[src/rtl/vbot_pkg.sv]
// ----------------------------------------------------------------------------
// vbot_pkg
// Shared types and constants for the voxel box occupancy table.
// ----------------------------------------------------------------------------
package vbot_pkg;

    localparam int MAX_OBJECTS_DEF = 64;
    localparam int MAX_MODELS_DEF  = 64;

    localparam logic [2:0] OP_REG   = 3'd0;
    localparam logic [2:0] OP_ADD   = 3'd1;
    localparam logic [2:0] OP_REM   = 3'd2;
    localparam logic [2:0] OP_CLR   = 3'd3;
    localparam logic [2:0] OP_QUERY = 3'd4;

    localparam logic [1:0] ST_OK       = 2'd0;
    localparam logic [1:0] ST_FULL     = 2'd1;
    localparam logic [1:0] ST_NOTFOUND = 2'd2;

    typedef struct packed {
        logic [2:0]         operation;
        logic [5:0]         model_index;
        logic signed [19:0] a_x;
        logic signed [19:0] a_y;
        logic signed [19:0] a_z;
        logic signed [19:0] b_x;
        logic signed [19:0] b_y;
        logic signed [19:0] b_z;
        logic [11:0]        scale_factor;
        logic               mob_blocks;
        logic               gas_blocks;
        logic [31:0]        object_id;
    } t_in_beat;

    typedef struct packed {
        logic [1:0]  status;
        logic [31:0] new_id;
        logic        mob_blocked;
        logic        gas_blocked;
    } t_out_beat;

    // beat traveling down the cell chain
    typedef struct packed {
        logic               vld;
        logic [2:0]         op;
        logic signed [15:0] qx;
        logic signed [15:0] qy;
        logic signed [15:0] qz;
        logic               q_out;    // query coordinate outside 16-bit range
        logic [31:0]        id;       // id to remove, or new id
        logic [95:0]        box;      // lx ly lz hx hy hz
        logic [1:0]         flags;
        logic               done;     // add or remove already consumed
        logic               mob;
        logic               gas;
    } t_chain;

    function automatic logic signed [15:0] sat16(input logic signed [39:0] v);
        if (v > 40'sd32767)
            return 16'sd32767;
        else if (v < -40'sd32768)
            return -16'sd32768;
        else
            return v[15:0];
    endfunction

endpackage

[src/rtl/vbot_box_calc.sv]
// ----------------------------------------------------------------------------
// vbot_box_calc
// Scales a model extent, offsets by the cell origin and floors to voxels.
// Two stages: multiply, then add, floor and saturate.
// ----------------------------------------------------------------------------
module vbot_box_calc (
    input  logic               i_clk,
    input  logic signed [19:0] i_cell,
    input  logic               i_half,
    input  logic signed [19:0] i_lo,
    input  logic signed [19:0] i_hi,
    input  logic [11:0]        i_scale,
    input  logic               i_known,
    output logic signed [15:0] o_lo,
    output logic signed [15:0] o_hi
);

    logic signed [32:0] r_plo;
    logic signed [32:0] r_phi;
    logic signed [19:0] r_cell;
    logic               r_half;
    logic               r_known;
    logic signed [39:0] wmin;
    logic signed [39:0] wmax;
    logic signed [23:0] flo;
    logic signed [23:0] fhi;

    always_ff @(posedge i_clk) begin
        r_plo   <= i_lo * $signed({1'b0, i_scale});
        r_phi   <= i_hi * $signed({1'b0, i_scale});
        r_cell  <= i_cell;
        r_half  <= i_half;
        r_known <= i_known;
    end

    always_comb begin
        wmin = (40'(r_cell) <<< 16) + 40'({r_half, 15'd0}) + 40'(r_plo);
        wmax = (40'(r_cell) <<< 16) + 40'({r_half, 15'd0}) + 40'(r_phi) - 40'sd1;
        flo  = wmin[39:16];
        fhi  = ($signed(wmax[39:16]) < flo) ? flo : wmax[39:16];
        if (r_known) begin
            o_lo = vbot_pkg::sat16(40'(flo));
            o_hi = vbot_pkg::sat16(40'(fhi));
        end else begin
            o_lo = vbot_pkg::sat16(40'(r_cell));
            o_hi = vbot_pkg::sat16(40'(r_cell));
        end
    end

endmodule

[config.mk]
export PLATFORM = sky130hd
export DESIGN_NAME = vbot_box_calc
export DESIGN_NICKNAME = d
export VERILOG_FILES = /design/src/rtl/vbot_pkg.sv /design/src/rtl/vbot_box_calc.sv
export SDC_FILE = /design/constraint.sdc
export NUM_CORES = 1
export LEC_CHECK = 0
export BUFFER_PORTS_ARGS = -buffer_cell sky130_fd_sc_hd__buf_2
export CORE_MARGIN = 2
export CORE_UTILIZATION = 45
export CTS_CLUSTER_DIAMETER = 30
export DETAILED_ROUTE_END_ITERATION = 8
export PLACE_DENSITY = 0.7
export SYNTH_ARGS = -nofsm -noshare
export SYNTH_HDL_FRONTEND = slang
export SYNTH_SLANG_ARGS = --single-unit
[constraint.sdc]
create_clock -name i_clk -period 20.6 [get_ports i_clk]
set_clock_uncertainty 0.2 [all_clocks]
set_input_delay 2.06 -clock i_clk [delete_from_list [all_inputs] [get_ports i_clk]]
set_output_delay 2.06 -clock i_clk [all_outputs]
set_load 0.01 [all_outputs]
# == After elaboration in Yosys (flattened, before gate mapping) ==
# Index checks and enable logic that the tools add are counted.
# word_totals
rom_bits,0
n_memories,0
out_inout_bits,32
regBits,88
latch_bits,0
ramBits,0
input_bits,75
elab_cells,27
# op_classes
div,0
n_shift,0
reduce_logical,0
n_addsub,4
order_cmp,7
mux,9
bitwise_logic,0
n_mul,2
eq_ne,0
# ops
operator,count
$mux W16,8
$add A37 B33 Y38,2
$mul A20 B13 Y33,2
$sub A38 B2 Y39 const B,1
$add A36 B17 Y37,1
$gt A24 B16 Y1 const B,1
$lt A24 B16 Y1 const B,1
$mux W24,1
$lt A23 B22 Y1,1
$gt A22 B16 Y1 const B,1
$lt A22 B16 Y1 const B,1
$gt A20 B16 Y1 const B,1
$lt A20 B16 Y1 const B,1

# == Logic depth before layout (Yosys ltp) ==
# depth
ltp_word,9
mapped_depth,26
depth_no_buf,24

# == Least setup slack after synthesis ==
# No wires, ideal clock.
# synth_timing
path_kind,input to register
start,in i_scale[1]
end,reg r_plo[32]
path_buffers,2
t_required_ps,20266
arrival_time_ps,7735
setup_ps,134
cell_stages,22
path_slack_ps,12531
path_cell_list,clkbuf_1 -> clkbuf_1 -> nand2_1 -> fa_1 -> inv_1 -> fa_1 -> fa_1 -> inv_1 -> fa_1 -> inv_1 -> fa_1 -> ha_1 -> a21o_1 -> or2_0 -> a211oi_1 -> o31ai_1 -> a31o_2 -> a221o_1 -> a211oi_2 -> o21ai_1 -> a2111oi_0 -> nor4bb_1
# synth_between
elab_chain_len,1
# synth_rtl
item,line,source
from (decl),vbot_box_calc.sv:12,"input logic [11:0] i_scale,"
$mul A20 B13 Y33,vbot_box_calc.sv:29,"r_plo <= i_lo * $signed({1'b0, i_scale});"
to (signal assigned),vbot_box_calc.sv:29,
to (decl),vbot_box_calc.sv:18,logic signed [32:0] r_plo;
# No other way between the ends.

# == Final worst setup path ==
# layout_timing
start,reg r_cell[0]
end,out o_hi[1]
# layout_between
elab_chain_len,9
word_cells_on_any_way,15
cone_classes,add/sub: 4; order compare: 5; mux: 6
# layout_rtl
item,line,source
from (decl),vbot_box_calc.sv:20,logic signed [19:0] r_cell;
from (signal assigned),vbot_box_calc.sv:31,r_cell <= i_cell;
$add A36 B17 Y37,"vbot_box_calc.sv:37, vbot_box_calc.sv:38",
$add A37 B33 Y38,vbot_box_calc.sv:38,"wmax = (40'(r_cell) <<< 16) + 40'({r_half, 15'd0}) + 40'(r_phi) - 40'sd1;"
$sub A38 B2 Y39,vbot_box_calc.sv:38,
$lt A23 B22 Y1,vbot_box_calc.sv:40,fhi = ($signed(wmax[39:16]) < flo) ? flo : wmax[39:16];
$mux W24,vbot_box_calc.sv:40,
$lt A24 B16 Y1,vbot_pkg.sv:61,else if (v < -40'sd32768)
$mux W16,vbot_pkg.sv:61,
$mux W16,vbot_pkg.sv:59,if (v > 40'sd32767)
$mux W16 *,vbot_box_calc.sv:41,if (r_known) begin
to (decl),vbot_box_calc.sv:15,output logic signed [15:0] o_hi
# Every way passes the cells marked *; elsewhere a longest branch is shown, timed or not.

==> results.toml <==
[cells_and_area]
finalNonFillerCells = 3323
num-fill-cells = 4863
multi_input_area_um2 = 18700
area_growth_pct = 5.87
final-seq-area_um2 = 1460
fin_nets = 3398
drive_gt1_share_pct = 6.00

[place]
numPortBuffers = 106
dp_hpwl_um = 47800
routabilityCongestion = 0.970
place_ws_ps = 11700
dp.cells = 3305

[routing]
first_iter_violations = 966
totalWireLength_um = 56800
wire_per_inst_um = 17.1
vias = 17700
first_pass_iters = 6
via_per_inst = 5.34
drc_errors = 0
ant_nets = 0

[worst_setup_path]
end_kind = "output pin"
start_kind = "register"
arrival_ps = 7170
cp.required_ps = 18340
critPathMaxFanout = 22
crit_type = "reg2out"
crit_start = "r_cell[0]$_DFF_P_"

[yosys]
synth_async_sr_flop_share_pct = 0
ys.flop_type = "dfxtp_1"
synth.distinct_cells = 77
syn-num-nets = 3385
syn_inst = 2631
synth.most_common_cell = "inv_1"
synth_top_area_cell = "fa_1"
synth_top_cell_area_share_pct = 38.3
yosys-top-cells-area = "fa_1 (38%), ha_1 (13%), inv_1 (9.7%)"
synth_top_cells_by_count = "inv_1 (589), fa_1 (436), nand2_1 (287)"
synth_edf_count = 0
ys_ff_latch = 73
syn_area_per_cell_um2 = 8.67
ys.warnings.count = 0
syn_area_um2 = 22800
seq_area_frac_synth_pct = 6.41

[sta]
tightest_slew_ps = 1040
setup_viol = 0
period_share_pct = 45.8
slew_violations = 0
slew_headroom_pct = 30.1
timing.hold.ws_ps = 1610
setup_ws_ps = 11170
fmax_ghz = 0.106
setup_tns_ps = 0
period_needed_ps = 9430
rsz0062_at_grt = "false"
hold_violations = 0

[grt]
grt_max_degree = 41
grtUsageTotal_pct = 22.7
antenna_found_initial = 4
grt_pass1_vias = 19400
grt_pass1_wl_um = 97100
overflow = 0

[clocking]
h-tree-depth = 3
cts_tree = "done"
cts_sinks = 73
cts_resized = 0
cts_buffer_depth = 2
clkSlewWorstSetupHoldPaths_ps = 70
cts_setup_buffers = 0
cts_buffers = 9
holdBufCountCts = 0
clock_tree.root_cell = "clkbuf_16"

[floorplanning]
die_y_um = 229
start_util_pct = 45.6
core_area_um2 = 50100
placementRows = 82
io_pins = 107
die_w_um = 229
die-area_um2 = 52500

[run]
maxCapViolCount = 0

[min_path]
min_to = "r_cell[13]$_DFF_P_"
holdPathStages = 1
hold_class = "in2reg"
hold_start = "i_cell[13]"

[run_status]
status = "complete, no violations"
## cells in the final DEF, fill, tap and decap left out, drive strengths merged, types with 5 or more instances in the layout
| master | count |
|---|---|
| a211o | 5 |
| a211oi | 16 |
| a21o | 53 |
| a21oi | 76 |
| a221oi | 6 |
| a22oi | 9 |
| a31oi | 20 |
| and2 | 254 |
| and3 | 14 |
| buf | 109 |
| clkbuf | 10 |
| dfxtp | 73 |
| fa | 436 |
| ha | 243 |
| inv | 590 |
| nand2 | 288 |
| nand2b | 11 |
| nand3 | 22 |
| nand4 | 17 |
| nor2 | 72 |
| nor2b | 12 |
| nor3 | 27 |
| nor4 | 6 |
| o211a | 5 |
| o211ai | 22 |
| o21a | 15 |
| o21ai | 72 |
| o21bai | 9 |
| or2 | 6 |
| xnor2 | 57 |
| xor2 | 25 |
## registers in the layout, indices dropped and copies added, names as in the netlist
signal,count
r_cell,20
r_half,1
r_known,1
r_phi,33
r_plo,18
## kinds of logic (layout without fill, tap and decap cells)
| logic type | after synthesis | count (layout) | synth area share, % |
|---|---|---|---|
| mux | 6 | 6 | 0.274 |
| fa+ha+maj | 679 | 679 | 51.6 |
| compound gates | 350 | 350 | 10.6 |
| other cells | 0 | 2 | 0 |
| simple gates | 745 | 745 | 16.4 |
| flops | 73 | 73 | 6.41 |
| xor+xnor | 82 | 82 | 3.15 |
| buf+inv | 696 | 714 | 11.5 |
## cell type report
class,instances,share of cell area [%]
clock buffer,10,0.948
inverter,589,9.15
antenna,2,0.0207
timing repair buffer,109,2.29
tap,672,3.48
sequential,73,6.05
multi-input combinational,1862,77.6
clock inverter,6,0.477
## per-stage QoR
stage	area, um^2	utilization (%)
after floorplan	22800	-
after global placement	23800	47.5
after detailed placement	23800	47.5
after CTS	24100	48.2
after global routing	24100	48.2
final	24100	48.2
## worst max-delay path, stage by stage, from the launching register on
cell and delay (ps):
dfxtp_1 360, inv_1 80, ha_1 270, inv_1 40, ha_1 460, and3_1 290
nand2_1 110, a21oi_1 150, or2_1 150, a21boi_0 430, a21oi_1 190, nor2b_1 230
o21ai_0 130, and2_1 160, ha_1 290, a211oi_1 80, o21a_1 190, nor3_1 490
a2111oi_4 150, o21ba_2 260, a211oi_4 510, buf_4 370, nand2b_1 140, o22ai_1 100
a31oi_2 820, o21ai_1 190, buf_2 190
## worst max-delay path by stage
stage,end,slack (ps),cells after the start
global placement,r_plo[32]$_DFF_P_,11780,21
CTS,o_hi[1],11310,26
finish,o_hi[1],11170,26
global route,o_hi[2],10710,26
floorplan,r_plo[32]$_DFF_P_,12530,22
detailed placement,o_hi[1],11700,26
## routing by layer
metal	track usage [%]	part of all wire, %	vias up
li1	-	-	8135
met1	28.5	43	8979
met2	40.7	49	493
met3	2.45	4.5	123
met4	7.41	3.4	4
met5	0	0.037	-
Power is not shown: default switching activity piles up to over one toggle a cycle in this logic, so the estimate is an artifact.
