### src/rtl/vbot_pkg.sv
// ----------------------------------------------------------------------------
// vbot_pkg
// Shared types and constants for the voxel box occupancy table.
// ----------------------------------------------------------------------------
package vbot_pkg;

    localparam int MAX_OBJECTS_DEF = 64;
    localparam int MAX_MODELS_DEF  = 64;

    localparam logic [2:0] OP_REG   = 3'd0;
    localparam logic [2:0] OP_ADD   = 3'd1;
    localparam logic [2:0] OP_REM   = 3'd2;
    localparam logic [2:0] OP_CLR   = 3'd3;
    localparam logic [2:0] OP_QUERY = 3'd4;

    localparam logic [1:0] ST_OK       = 2'd0;
    localparam logic [1:0] ST_FULL     = 2'd1;
    localparam logic [1:0] ST_NOTFOUND = 2'd2;

    typedef struct packed {
        logic [2:0]         operation;
        logic [5:0]         model_index;
        logic signed [19:0] a_x;
        logic signed [19:0] a_y;
        logic signed [19:0] a_z;
        logic signed [19:0] b_x;
        logic signed [19:0] b_y;
        logic signed [19:0] b_z;
        logic [11:0]        scale_factor;
        logic               mob_blocks;
        logic               gas_blocks;
        logic [31:0]        object_id;
    } t_in_beat;

    typedef struct packed {
        logic [1:0]  status;
        logic [31:0] new_id;
        logic        mob_blocked;
        logic        gas_blocked;
    } t_out_beat;

    // beat traveling down the cell chain
    typedef struct packed {
        logic               vld;
        logic [2:0]         op;
        logic signed [15:0] qx;
        logic signed [15:0] qy;
        logic signed [15:0] qz;
        logic               q_out;    // query coordinate outside 16-bit range
        logic [31:0]        id;       // id to remove, or new id
        logic [95:0]        box;      // lx ly lz hx hy hz
        logic [1:0]         flags;
        logic               done;     // add or remove already consumed
        logic               mob;
        logic               gas;
    } t_chain;

    function automatic logic signed [15:0] sat16(input logic signed [39:0] v);
        if (v > 40'sd32767)
            return 16'sd32767;
        else if (v < -40'sd32768)
            return -16'sd32768;
        else
            return v[15:0];
    endfunction

endpackage

### src/rtl/vbot_cell.sv
// ----------------------------------------------------------------------------
// vbot_cell
// One object slot: holds a box, flags and id, and acts on the passing beat.
// ----------------------------------------------------------------------------
module vbot_cell (
    input  logic              i_clk,
    input  logic              i_rst_n,
    input  vbot_pkg::t_chain  i_beat,
    output vbot_pkg::t_chain  o_beat
);

    logic               r_used;
    logic signed [15:0] r_lo [3];
    logic signed [15:0] r_hi [3];
    logic [1:0]         r_flags;
    logic [31:0]        r_id;
    vbot_pkg::t_chain   r_beat;
    vbot_pkg::t_chain   n_beat;
    logic               n_used;
    logic               hit_box;
    logic               take;

    always_comb begin
        hit_box = !i_beat.q_out
            && i_beat.qx >= r_lo[0] && i_beat.qx <= r_hi[0]
            && i_beat.qy >= r_lo[1] && i_beat.qy <= r_hi[1]
            && i_beat.qz >= r_lo[2] && i_beat.qz <= r_hi[2];
        n_beat = i_beat;
        n_used = r_used;
        take   = 1'b0;
        if (i_beat.vld) begin
            case (i_beat.op)
                vbot_pkg::OP_ADD: begin
                    if (!i_beat.done && !r_used) begin
                        take        = 1'b1;
                        n_used      = 1'b1;
                        n_beat.done = 1'b1;
                    end
                end
                vbot_pkg::OP_REM: begin
                    if (!i_beat.done && r_used && r_id == i_beat.id) begin
                        n_used      = 1'b0;
                        n_beat.done = 1'b1;
                    end
                end
                vbot_pkg::OP_CLR: n_used = 1'b0;
                vbot_pkg::OP_QUERY: begin
                    if (r_used && hit_box) begin
                        n_beat.mob = i_beat.mob | r_flags[0];
                        n_beat.gas = i_beat.gas | r_flags[1];
                    end
                end
                default: ;
            endcase
        end
    end

    always_ff @(posedge i_clk) begin
        if (!i_rst_n) begin
            r_used     <= 1'b0;
            r_beat.vld <= 1'b0;
        end else begin
            r_used     <= n_used;
            r_beat.vld <= n_beat.vld;
        end
        r_beat.op    <= n_beat.op;
        r_beat.qx    <= n_beat.qx;
        r_beat.qy    <= n_beat.qy;
        r_beat.qz    <= n_beat.qz;
        r_beat.q_out <= n_beat.q_out;
        r_beat.id    <= n_beat.id;
        r_beat.box   <= n_beat.box;
        r_beat.flags <= n_beat.flags;
        r_beat.done  <= n_beat.done;
        r_beat.mob   <= n_beat.mob;
        r_beat.gas   <= n_beat.gas;
        if (take) begin
            r_lo[0] <= i_beat.box[95:80];
            r_lo[1] <= i_beat.box[79:64];
            r_lo[2] <= i_beat.box[63:48];
            r_hi[0] <= i_beat.box[47:32];
            r_hi[1] <= i_beat.box[31:16];
            r_hi[2] <= i_beat.box[15:0];
            r_flags <= i_beat.flags;
            r_id    <= i_beat.id;
        end
    end

    assign o_beat = r_beat;

endmodule

### config.mk
export PLATFORM = sky130hd
export DESIGN_NAME = vbot_cell
export DESIGN_NICKNAME = d
export VERILOG_FILES = /design/src/rtl/vbot_pkg.sv /design/src/rtl/vbot_cell.sv
export SDC_FILE = /design/constraint.sdc
export NUM_CORES = 1
export LEC_CHECK = 0
export BUFFER_PORTS_ARGS = -buffer_cell sky130_fd_sc_hd__buf_2
export CORE_AREA = 2 2 145 147
export CTS_BUF_LIST = sky130_fd_sc_hd__clkbuf_16
export CTS_CLUSTER_SIZE = 8
export DETAILED_ROUTE_END_ITERATION = 10
export DIE_AREA = 0 0 147 149
export PLACE_DENSITY = 0.83
export SLEW_MARGIN = 20
export SYNTH_ARGS = -nofsm -noshare
export SYNTH_HDL_FRONTEND = slang
export SYNTH_SLANG_ARGS = --single-unit
export TNS_END_PERCENT = 5
### constraint.sdc
create_clock -name i_clk -period 22.1 [get_ports i_clk]
set_input_delay 4.42 -clock i_clk [delete_from_list [all_inputs] [get_ports i_clk]]
set_output_delay 4.42 -clock i_clk [all_outputs]
set_load 0.01 [all_outputs]
# Yosys cells after proc, flatten, opt, wreduce, memory -nomap -nowiden
# Memory sizes are Yosys's and may differ from the RTL's.
# Cells that the tools add are included.
word_totals:
  word_cells: 61
  mem_bits_ro: 0
  out_inout_bits: 186
  input_bits: 188
  ram_bits: 96
  ff_bits: 221
  latch_bits: 0
  mem_count: 2
op_classes:
  bitwise: 2
  multipliers: 0
  n_eq_ne: 7
  n_reduce_logical: 15
  div_mod_pow: 0
  muxes: 14
  order_cmp: 6
  shift: 0
  add_sub_neg: 0
memory_table:
  columns: ["name", "words", "word_bits", "read_ports", "rd_clocked_by_memory_dff", "write_ports", "line", "source"]
  rows:
  - ["r_hi", 3, 16, 3, 0, 3, "vbot_cell.sv:14", "logic signed [15:0] r_hi [3];"]
  - ["r_lo", 3, 16, 3, 0, 3, "vbot_cell.sv:13", "logic signed [15:0] r_lo [3];"]
op_table:
  columns: ["op", "count"]
  rows:
  - ["$ge A16 B16 Y1", 3]
  - ["$le A16 B16 Y1", 3]
  - ["$eq A32 B32 Y1", 1]
  - ["$logic_and A1 B1 Y1", 10]
  - ["$mux W1", 9]
  - ["$eq A3 B2 Y1 const B", 2]
  - ["$mux W2", 2]
  - ["$ne A2 B2 Y1 const B", 2]
  - ["$reduce_and A4 Y1", 1]
  - ["$eq A3 B1 Y1 const B", 1]
  - ["$eq A3 B3 Y1 const B", 1]
  - ["$logic_not A1 Y1", 3]
  - ["$mux W3", 1]
  - ["$pmux W1 S3", 1]
  - ["$reduce_bool A3 Y1", 1]
  - ["$or A1 B1 Y1", 2]
  - ["$pmux W1 S2", 1]

# Longest topological paths before layout
# Gate-level depths: netlist (run 1).
logic_depth:
  depth_word: 11
  mapped_depth: 8
  depth_no_buf: 8

# Worst setup path after synthesis (run 1)
# No wires, ideal clock.
synth_path:
  path_type: "input -> register"
  start: "in i_beat[184] (netlist bit)"
  end: "reg r_used"
  cell_stages: 4
  required_time_ns: 21.998
  t_arrival_ns: 14.327
  slack_ns: 7.671
  path_buffers: 0
  setup_time_ns: 0.102
  path_cell_list: "or3_1 -> nor3_1 -> o21ai_0 -> a21oi_1"
synth_between:
  elab_chain_len: 3
  word_cells_on_any_way: 8
  cone_classes: "5 x eq/ne; 1 x mux; 2 x reduce/logical"
synth_rtl:
  columns: ["element", "line", "source"]
  rows:
  - ["start, declared", "vbot_cell.sv:8", "input vbot_pkg::t_chain i_beat,"]
  - ["$eq A3 B2 Y1 or $eq A3 B1 Y1 (tied branches)", "vbot_cell.sv:32", "case (i_beat.op)"]
  - ["$ne A2 B2 Y1 (no line) or $reduce_bool A3 Y1 (tied branches)", null, null]
  - ["$reduce_and A4 Y1 (no line)", null, null]
  - ["end signal, assigned", "vbot_cell.sv:63", "r_used <= n_used;"]
  - ["end, declared", "vbot_cell.sv:12", "logic r_used;"]
# Parallel ways exist; a longest one is shown, timed or not.
# A chain may end at the register's enable or synchronous reset.

# Worst setup path after layout (run 1)
layout_path:
  start: "in i_beat[182] (netlist bit)"
  end: "reg r_flags[1] (enable)"
layout_between:
  elab_chain_len: 3
layout_rtl:
  columns: ["element", "line", "source"]
  rows:
  - ["$eq A3 B1 Y1", "vbot_cell.sv:32", null]
  - ["$mux W1", "vbot_cell.sv:32", null]
  - ["$mux W1", "vbot_cell.sv:31", "if (i_beat.vld) begin"]
  - ["via take", "vbot_cell.sv:21", "logic take;"]
  - ["end signal, assigned", "vbot_cell.sv:84", "r_flags <= i_beat.flags;"]
  - ["end, declared", "vbot_cell.sv:15", "logic [1:0] r_flags;"]
# The timed path passes the listed nets, and every way through them passes these cells.

==> impl_metrics.json, run 1 <==
{
  "dp.cells": 1367,
  "dieArea_um2": 21900,
  "cts_root_buf": "clkbuf_16",
  "grt_pass1_wl_mm": 37.3,
  "vias_per_cell": 4.83,
  "synth_ff_type": "dfxtp_1",
  "placed_area_um2": 12800,
  "start_util_pct": 51.5,
  "path_common_cell": "buf_4",
  "htreeDepth": 2,
  "synth_mux_area_share_pct": 0.189,
  "synth_compound_area_share_pct": 5.24,
  "cts-resized-gates": 0,
  "rr_startpoint": "r_used$_SDFFE_PN0P_",
  "cts_hold_buf": 0,
  "rr_worst_depth": 5,
  "synthCells": 717,
  "synth_top_area_share_pct": 36.8,
  "yosysMostFrequentCell": "dfxtp_1",
  "firstDrtPassIters": 5,
  "synth_top_family_by_area": "adder cells",
  "core_area_um2": 20600,
  "chipHeight_um": 149,
  "cts_tree": "yes",
  "grt_start_max_net_pins": 75,
  "clk-insertion-delay-late_ns": 0.53,
  "synthAdderAreaFrac_pct": 11.3,
  "grt_overflow": 0,
  "drc": 0,
  "syn2layout_area_growth_pct": 33.4,
  "ir_drop_uv": 92.0,
  "setup.worst_path.start": "i_beat[182]",
  "critPathCaptureType": "register",
  "gp_congestion": 0.824,
  "start_kind": "primary input",
  "slew_headroom_pct": 32.5,
  "maxCapViolCount": 0,
  "ioPinCount": 374,
  "crit_end": "r_flags[1]$_DFFE_PP_",
  "hold_viol": 0,
  "leakage_nw": 6.69,
  "synth_nets": 1001,
  "worst-setup-path-type": "primary input to register",
  "rows": 53,
  "outcome": "finished, final reports clean",
  "worst_clock_skew_ns": 0.0181,
  "clockBufferDepth": 3,
  "min_period_ns": 6.57,
  "post_cts.repair.setup_buffers": 0,
  "ys.warnings.count": 0,
  "powerDensity_nw_per_um2": 93.5,
  "layout.cells.non_filler": 1454,
  "postLayoutCellArea_um2": 14100,
  "ys_ff_latch": 317,
  "clk_pin_slew_ns": 0.05,
  "slew_viol_final": 0,
  "synth-async-reset-ratio_pct": 0,
  "cp_cell_sequence": "buf_2 -> nand2b_1 -> or3_1 -> nor3_2 -> buf_4 -> buf_4",
  "synth_seq_area_share_pct": 72.2,
  "synth.avg_cell_area_um2": 14.8,
  "finalSetupViolations": 0,
  "layout-drive-gt1-share_pct": 36.6,
  "critical_path_arrival_ns": 6.71,
  "cp_max_fo": 74,
  "synthDistinctLibCells": 47,
  "synth_edf_count": 130,
  "netlist_area_um2": 10600,
  "r2r_end": "r_flags[1]$_DFFE_PP_",
  "tightest_slew_ns": 1.01,
  "slowest_stage": "buf_4",
  "holdCritPathClass": "register to register",
  "synth_area_leaders": "edfxtp_1 (37%), dfxtp_1 (35%), ha_1 (11%)",
  "synth_simple_gate_area_share_pct": 4.69,
  "netlist_top_cells_count": "dfxtp_1 (187), edfxtp_1 (130), inv_1 (105)",
  "nNetsFinal": 1423,
  "post-route-util_pct": 68.8,
  "rsz0062_at_grt": "false",
  "post-route-period-util_pct": 29.7,
  "ant_nets": 0,
  "dpl.hpwl_mm": 18.3,
  "dr.first_iter.drc_count": 248,
  "cts_made_buffers": 45,
  "antenna_found_initial": 5,
  "wl_mm": 25.0,
  "cp.required_ns": 22.23,
  "yosys.area_share.xor_xnor_pct": 2.65,
  "grt_pass1_vias": 7216,
  "fp.dieW_um": 147,
  "cts.sink_count": 317,
  "timing.hold.ws_ns": 0.548,
  "synth_top_area_cell": "edfxtp_1",
  "vias": 7024,
  "fmax_mhz": 152,
  "fin_tns_setup_ns": 0,
  "track_usage_pct": 22.0,
  "r2r_slack_ns": 19.13,
  "slowest_delay_ns": 0.83,
  "wl_per_cell_um": 17.2,
  "port_buffers": 373
}
==> worst min-delay path by stage <==
stage | end | cells past startpoint | startpoint | slack (ns)
after global routing | o_beat[1]$_DFF_P_ | 2 | r_flags[0]$_DFFE_PP_ | 0.59
after global placement | o_beat[1]$_DFF_P_ | 2 | r_flags[0]$_DFFE_PP_ | 0.51
after detailed placement | o_beat[1]$_DFF_P_ | 2 | r_flags[0]$_DFFE_PP_ | 0.53
final | o_beat[0]$_DFF_P_ | 2 | r_flags[1]$_DFFE_PP_ | 0.55
after CTS | o_beat[1]$_DFF_P_ | 2 | r_flags[0]$_DFFE_PP_ | 0.54
after floorplan | o_beat[0]$_DFF_P_ | 2 | r_flags[1]$_DFFE_PP_ | 0.50
==> final cells by class <==
class | count | area [µm²]
sequential | 317 | 7650
fill | 1397 | 6420
multi-input combinational | 295 | 2560
timing repair buffer | 375 | 1880
clock buffer | 45 | 1130
inverter | 105 | 394
tap | 275 | 344
clock inverter | 38 | 174
antenna | 4 | 10.0
==> placed cells by master, fill, tap and decap left out, drive strengths merged, types with 2 or more instances in the layout <==
master and n:
a2111oi 3, a211oi 5, a21boi 3, a21o 13
a21oi 29, a221o 2, a31oi 2, and4 4
buf 375, clkbuf 45, clkinv 3, dfxtp 187
diode 4, edfxtp 130, ha 96, inv 140
mux2i 2, nand2 13, nand2b 4, nand3 10
nand4 19, nor2 8, nor2b 6, nor3 5
nor4 4, nor4b 2, o211ai 6, o21ai 4
o31ai 3, o41ai 2, or4 2, xnor2 31
==> through the flow <==
step | total power, mW | setup WS (ns)
final | 1.32 | 15.53
after global placement | 0.728 | 15.16
after global routing | 1.37 | 15.44
after floorplan | 0.681 | 7.67
after CTS | 1.33 | 15.56
after detailed placement | 0.731 | 15.03
==> per-layer routing <==
layer	share of wire [%]	vias up	wire (µm)	global-route usage, %
met3	6.5	53	1630	5.41
met1	39	3292	9650	25.1
li1	-	3399	-	-
met4	2.8	2	710	8.94
met5	0.044	-	11	0
met2	52	278	13000	39.9
==> critical path: cells and delay by family <==
kind	cells	cell delay, ns
buffers and inverters	3	1.55
and+or+nand+nor	3	0.58
==> state kept, by name (all words and copies together) (netlist names) <==
signal	flops
o_beat	186
r_used	1
r_hi	48
r_flags	2
r_id	32
r_lo	48
==> cell families after synthesis <==
group | count (synthesis)
flip-flops | 317
AND/OR/NAND/NOR | 84
AO/OA/AOI/OAI | 81
buffers and inverters | 105
adder cells (fa/ha/maj) | 96
multiplexers | 2
XOR/XNOR | 32
==> report_power, final <==
part / switching [mW] / internal [mW]
Combinational: 0.0475 / 0.0370
Sequential: 0.00525 / 0.631
Clock: 0.236 / 0.366
Note: power is estimated with default switching activity, not from simulation.
==> inputs of run 2 (changes only) <==
--- a/config.mk
+++ b/config.mk
@@ -5,13 +5,13 @@
 export SDC_FILE = /design/constraint.sdc
 export NUM_CORES = 1
 export LEC_CHECK = 0
+export ABC_AREA = 1
 export BUFFER_PORTS_ARGS = -buffer_cell sky130_fd_sc_hd__buf_2
-export CORE_AREA = 2 2 145 147
+export CORE_UTILIZATION = 45
 export CTS_BUF_LIST = sky130_fd_sc_hd__clkbuf_16
 export CTS_CLUSTER_SIZE = 8
 export DETAILED_ROUTE_END_ITERATION = 10
-export DIE_AREA = 0 0 147 149
-export PLACE_DENSITY = 0.83
+export PLACE_DENSITY = 0.76
 export SLEW_MARGIN = 20
 export SYNTH_ARGS = -nofsm -noshare
 export SYNTH_HDL_FRONTEND = slang
==> constraint.sdc (replaced) <==
create_clock -name i_clk -period 5.6 [get_ports i_clk]
set_input_delay 1.12 -clock i_clk [delete_from_list [all_inputs] [get_ports i_clk]]
set_output_delay 1.12 -clock i_clk [all_outputs]
set_load 0.01 [all_outputs]
==> run 2 against run 1 <==
Compared with the run above: worst setup slack got worse by 13 ns; sequential power increased to 4.0 times the previous value; design area rose by 3.6%; critical path depth down 1; clock-buffer cell count unchanged; via count rose by 8.8%; global-route usage shrank 2.0 points; clock power rose to 4.0 times the previous value; hold slack lost 0.021 ns; combinational power rose to 4.4 times the previous value; power increased to 4.0 times the previous value; synthesized cell count up 26%; critical endpoint is now r_id[8]$_DFFE_PP_; highest routed layer is now met4.
==> impl_metrics.json, run 2 <==
{
  "yosysMostFrequentCell": "dfxtp_1",
  "cp.required_ns": 5.77,
  "vias_per_cell": 4.53,
  "dpl.hpwl_mm": 19.1,
  "dp_slack_ns": 2.48,
  "p_total_mw": 5.29,
  "synth_ff_type": "dfxtp_1",
  "gp_congestion": 0.801,
  "layout-drive-gt1-share_pct": 32.5,
  "clockBufferDepth": 3,
  "maxCapViolCount": 0,
  "cts_tree": "yes",
  "grt_pass1_wl_mm": 39.3,
  "layout_common_cells": "buf_2 (373), inv_1 (192), dfxtp_1 (187)",
  "netlist_area_um2": 11100,
  "start_kind": "primary input",
  "port_buffers": 373,
  "largest_reg_flops": 186,
  "powerDensity_nw_per_um2": 361,
  "wl_per_cell_um": 15.1,
  "fmax_mhz": 385,
  "vias": 7640,
  "synth_nets": 1191,
  "ioPinCount": 374,
  "wl_mm": 25.5,
  "cp_max_fo": 71,
  "synthDistinctLibCells": 32,
  "nNetsFinal": 1612,
  "fillerInstances": 1872,
  "critical_path_arrival_ns": 2.77,
  "grt_pass1_vias": 7672,
  "tightest_slew_ns": 0.812,
  "setup_slack_ns": 3.00,
  "dr.first_iter.drc_count": 300,
  "seq_area_um2": 7650,
  "synth_seq_area_share_pct": 69.2,
  "synth_top_area_share_pct": 35.3,
  "fp.dieW_um": 159,
  "cts_made_buffers": 45,
  "synth_top_area_cell": "edfxtp_1",
  "rows": 56,
  "rsz0062_at_grt": "false",
  "cts_root_buf": "clkbuf_16",
  "htreeDepth": 2,
  "dieArea_um2": 25200,
  "grt_overflow": 0,
  "firstDrtPassIters": 4,
  "leakage_nw": 7.28,
  "clk_pin_slew_ns": 0.05,
  "synth.avg_cell_area_um2": 12.2,
  "slew_headroom_pct": 45.8,
  "track_usage_pct": 20.0,
  "chipHeight_um": 159,
  "ant_nets": 0,
  "start_util_pct": 46.5,
  "worst_clock_skew_ns": 0.00923,
  "antenna_found_initial": 3,
  "cts.sink_count": 317,
  "syn2layout_area_growth_pct": 32.5,
  "post-route-period-util_pct": 46.4,
  "synth-async-reset-ratio_pct": 0,
  "hold_viol": 0,
  "holdCritPathClass": "register to register",
  "cts_hold_buf": 0,
  "clk-insertion-delay-late_ns": 0.53,
  "worst-setup-path-type": "primary input to register",
  "netlist_top_cells_count": "dfxtp_1 (187), inv_1 (160), nand2_1 (154)",
  "multi_input_area_um2": 2790,
  "min_period_ns": 2.60,
  "ys.warnings.count": 0,
  "synth_edf_count": 130,
  "slew_viol_final": 0,
  "final_common_cell": "buf_2",
  "synth_area_leaders": "edfxtp_1 (35%), dfxtp_1 (34%), ha_1 (11%)",
  "finalSetupViolations": 0,
  "drc": 0,
  "core_area_um2": 23800,
  "ir_drop_uv": 349,
  "ys_ff_latch": 317,
  "fin_tns_setup_ns": 0,
  "synthCells": 907,
  "post_cts.repair.setup_buffers": 0,
  "post-route-util_pct": 61.6,
  "critPathCaptureType": "register",
  "outcome": "finished, final reports clean",
  "cts-resized-gates": 0,
  "grt_start_max_net_pins": 72
}
run 2: changes by cell type after synthesis, sizes merged, moves of 7 or more:
cell	delta
nand4	-7
o21ai	+8
inv	+57
xnor2	-19
nand3	+16
nand2	+146
nor2	+36
a21o	-10
run 2: metal layers:
layer | wire length (µm) | track usage, % | up-vias
li1 | - | - | 3814
met1 | 10200 | 23.0 | 3489
met2 | 13200 | 36.5 | 298
met3 | 1740 | 4.78 | 39
met4 | 420 | 5.96 | 0
met5 | 0 | 0 | -
run 2: cells by family after synthesis:
logic type      Yosys count  synth area share, %
flops                   317                 69.2
simple gates            256                 10.2
buf+inv                 163                 5.54
fa+ha+maj                96                 10.9
compound gates           60                 2.98
xor+xnor                 15                 1.19
run 2: final timing paths:
path	start	endpoint	slack, ns	cells past startpoint
setup reg to reg	r_used$_SDFFE_PN0P_	r_id[8]$_DFFE_PP_	3.47	4
hold reg to reg	r_used$_SDFFE_PN0P_	r_used$_SDFFE_PN0P_	0.53	2
setup / recovery	i_beat[184]	r_id[8]$_DFFE_PP_	3.00	5
hold / removal	r_used$_SDFFE_PN0P_	r_used$_SDFFE_PN0P_	0.53	2
run 2: layout make-up:
class | count | share of cell area, %
multi-input cells | 427 | 19.1
flip-flops and latches | 317 | 52.2
clock buffers | 45 | 7.69
clock inverters | 37 | 1.14
inverters | 163 | 4.20
well taps | 319 | 2.73
diodes | 3 | 0.0513
repair buffers | 374 | 12.9
run 2: worst max-delay path: stages:
cell and delay (ns):
buf_2 0.14, nor3_1 0.20, nand3_1 0.17, inv_4 0.60
buf_12 0.40
run 2: where the power goes:
group          internal [mW]  switching (mW)  leakage (nW)
clock network           1.45           0.950         0.753
logic                  0.157           0.218          3.78
registers               2.50          0.0212          2.75
total                   4.10            1.19          7.28
run 2: per-stage QoR:
stage                     hold slack (ns)  instances  instance area [µm²]
after detailed placement            0.503       1600                13300
final                               0.527       1685                14600
after global placement              0.506       1600                13300
after global routing                0.537       1683                14600
after CTS                           0.509       1682                14600
after floorplan                     0.465        907                11100
==> inputs of run 3 (changes only) <==
--- a/config.mk
+++ b/config.mk
@@ -5,7 +5,7 @@
 export SDC_FILE = /design/constraint.sdc
 export NUM_CORES = 1
 export LEC_CHECK = 0
-export ABC_AREA = 1
+export ABC_AREA = 0
 export BUFFER_PORTS_ARGS = -buffer_cell sky130_fd_sc_hd__buf_2
 export CORE_UTILIZATION = 45
 export CTS_BUF_LIST = sky130_fd_sc_hd__clkbuf_16
==> constraint.sdc (replaced) <==
create_clock -name i_clk -period 2.35 [get_ports i_clk]
set_input_delay 0.47 -clock i_clk [delete_from_list [all_inputs] [get_ports i_clk]]
set_output_delay 0.47 -clock i_clk [all_outputs]
set_load 0.01 [all_outputs]
==> run 3 against run 2 <==
Compared with the run above: utilization rose by 2.4 points; sequential share of layout area grew 0.067 points; sequential power rose by 140%; critical endpoint is now o_beat[0]$_DFF_P_; via count down 7.7%; routed wire length down 3.8%; critical path depth is 3 higher; critical path type is now register to register.
==> impl_metrics.json, run 3 (synthesis results as in run 1) <==
{
  "outcome": "finished, final reports clean",
  "cp_cell_sequence": "inv_1 -> ha_1 -> nand4_1 -> or4_4 -> nor4_4 -> o31ai_2 -> a311o_1 -> o41ai_2",
  "nNetsFinal": 1464,
  "hold_viol": 0,
  "dieArea_um2": 24200,
  "grt_pass1_wl_mm": 37.3,
  "wl_per_cell_um": 16.0,
  "slew_headroom_pct": 58.0,
  "cp.required_ns": 2.77,
  "cts.sink_count": 317,
  "drc": 0,
  "critPathCaptureType": "register",
  "core_area_um2": 22800,
  "ioPinCount": 374,
  "critPathTopFamily": "simple AND/OR/NAND/NOR gates",
  "layout_common_cells": "buf_2 (373), dfxtp_1 (187), inv_1 (138)",
  "maxCapViolCount": 0,
  "fin_tns_setup_ns": 0,
  "critical_path_arrival_ns": 2.75,
  "clk-insertion-delay-late_ns": 0.52,
  "htreeDepth": 2,
  "cts_tree": "yes",
  "placed_area_um2": 13200,
  "dp_slack_ns": -0.378,
  "post-route-period-util_pct": 99.1,
  "largest_reg_flops": 186,
  "slew_viol_final": 0,
  "postLayoutCellArea_um2": 14600,
  "cts_root_buf": "clkbuf_16",
  "start_util_pct": 46.4,
  "cp_max_fo": 2,
  "min_period_ns": 2.33,
  "tightest_slew_ns": 0.628,
  "antenna_found_initial": 1,
  "clockBufferDepth": 3,
  "syn2layout_area_growth_pct": 38.0,
  "grt_overflow": 0,
  "rows": 55,
  "gp_congestion": 0.861,
  "dpl.hpwl_mm": 18.6,
  "dr.first_iter.drc_count": 221,
  "clk_pin_slew_ns": 0.05,
  "fillerInstances": 1730,
  "final_common_cell": "buf_2",
  "start_kind": "register",
  "worst-setup-path-type": "register to register",
  "critPathBufInv": 1,
  "slowest_delay_ns": 0.57,
  "grt_pass1_vias": 7358,
  "ir_drop_uv": 670,
  "layout-drive-gt1-share_pct": 39.5,
  "track_usage_pct": 20.2,
  "worst_clock_skew_ns": 0.0152,
  "holdCritPathClass": "primary input to register",
  "post-route-util_pct": 64.0,
  "wl_mm": 24.5,
  "chipHeight_um": 155,
  "ant_nets": 0,
  "grt_start_max_net_pins": 32,
  "firstDrtPassIters": 4,
  "vias_per_cell": 4.61,
  "fp.dieW_um": 155,
  "powerDensity_nw_per_um2": 859,
  "port_buffers": 373,
  "vias": 7055,
  "finalSetupViolations": 0,
  "slowest_stage": "or4_4",
  "setup_slack_ns": 0.0208,
  "cts_made_buffers": 45,
  "rsz0062_at_grt": "true",
  "leakage_nw": 6.92,
  "fmax_mhz": 429
}
[run 3: cell types whose count changed in the layout (fill, tap and decap cells not counted), sizes merged, moves of 5 or more]
| cell | change |
|---|---|
| a21o | +10 |
| buf | +42 |
| nand4 | +7 |
| a211oi | +5 |
| a21oi | -6 |
| nor2 | -36 |
| o21ai | -8 |
| nand3 | -16 |
| inv | -59 |
| xnor2 | +19 |
| nand2 | -146 |
| o211ai | +6 |
| nor2b | +6 |
[run 3: power by group]
part / switching (mW) / leakage (nW) / internal (mW)
Clock: 2.18 / 0.763 / 3.55
Sequential: 0.0455 / 2.75 / 5.94
Combinational: 0.454 / 3.41 / 0.388
[run 3: timing repair]
item                                    in CTS  in global routing
gates cloned                                 0                  0
buffers inserted                             0                  1
pin swaps                                    0                  4
hold buffers                                 0                  0
hold endpoints to repair                     0                  0
endpoints found under the setup margin       2                  2
resized for setup                            6                  4
[run 3: layout make-up]
cell class              count  area, µm²  share of cell area [%]
diodes                      1       2.50                  0.0171
clock buffers              47       1180                    8.04
clock inverters            35        138                   0.941
inverters                 105        394                    2.70
multi-input cells         295       2630                    18.0
flip-flops and latches    317       7650                    52.3
well taps                 313        392                    2.68
repair buffers            416       2240                    15.3
[run 3: final timing paths]
kind                               from            endpoint  slack, ns  depth (start not counted)
setup / recovery  r_lo[0][14]$_DFFE_PP_   o_beat[0]$_DFF_P_       0.02                          8
hold / removal               i_beat[69]  o_beat[69]$_DFF_P_       0.06                          1
setup reg to reg  r_lo[0][14]$_DFFE_PP_   o_beat[0]$_DFF_P_       0.02                          8
hold reg to reg    r_flags[0]$_DFFE_PP_   o_beat[1]$_DFF_P_       0.54                          2
[run 3: per-stage QoR]
step                cells  hold slack [ns]  power, mW
CTS                  1527           0.0421       12.7
detailed placement   1445            0.518       6.92
finish               1529           0.0642       12.6
global route         1529           0.0451       13.0
floorplan             717            0.497       6.40
global placement     1445            0.513       6.90
[run 3: layer usage]
layer  track usage [%]  share of wire [%]  vias up
li1                  -                  -     3468
met1              23.3                 40     3281
met2              36.3                 51      258
met3              4.99                6.4       48
met4              6.82                2.2        0
met5                 0                  0        -
[run 3: worst reg2reg max path, stage by stage (launching register included)]
cell	delay, ns
edfxtp_1	0.32
inv_1	0.05
ha_1	0.30
nand4_1	0.13
or4_4	0.57
nor4_4	0.17
o31ai_2	0.12
a311o_1	0.37
o41ai_2	0.21
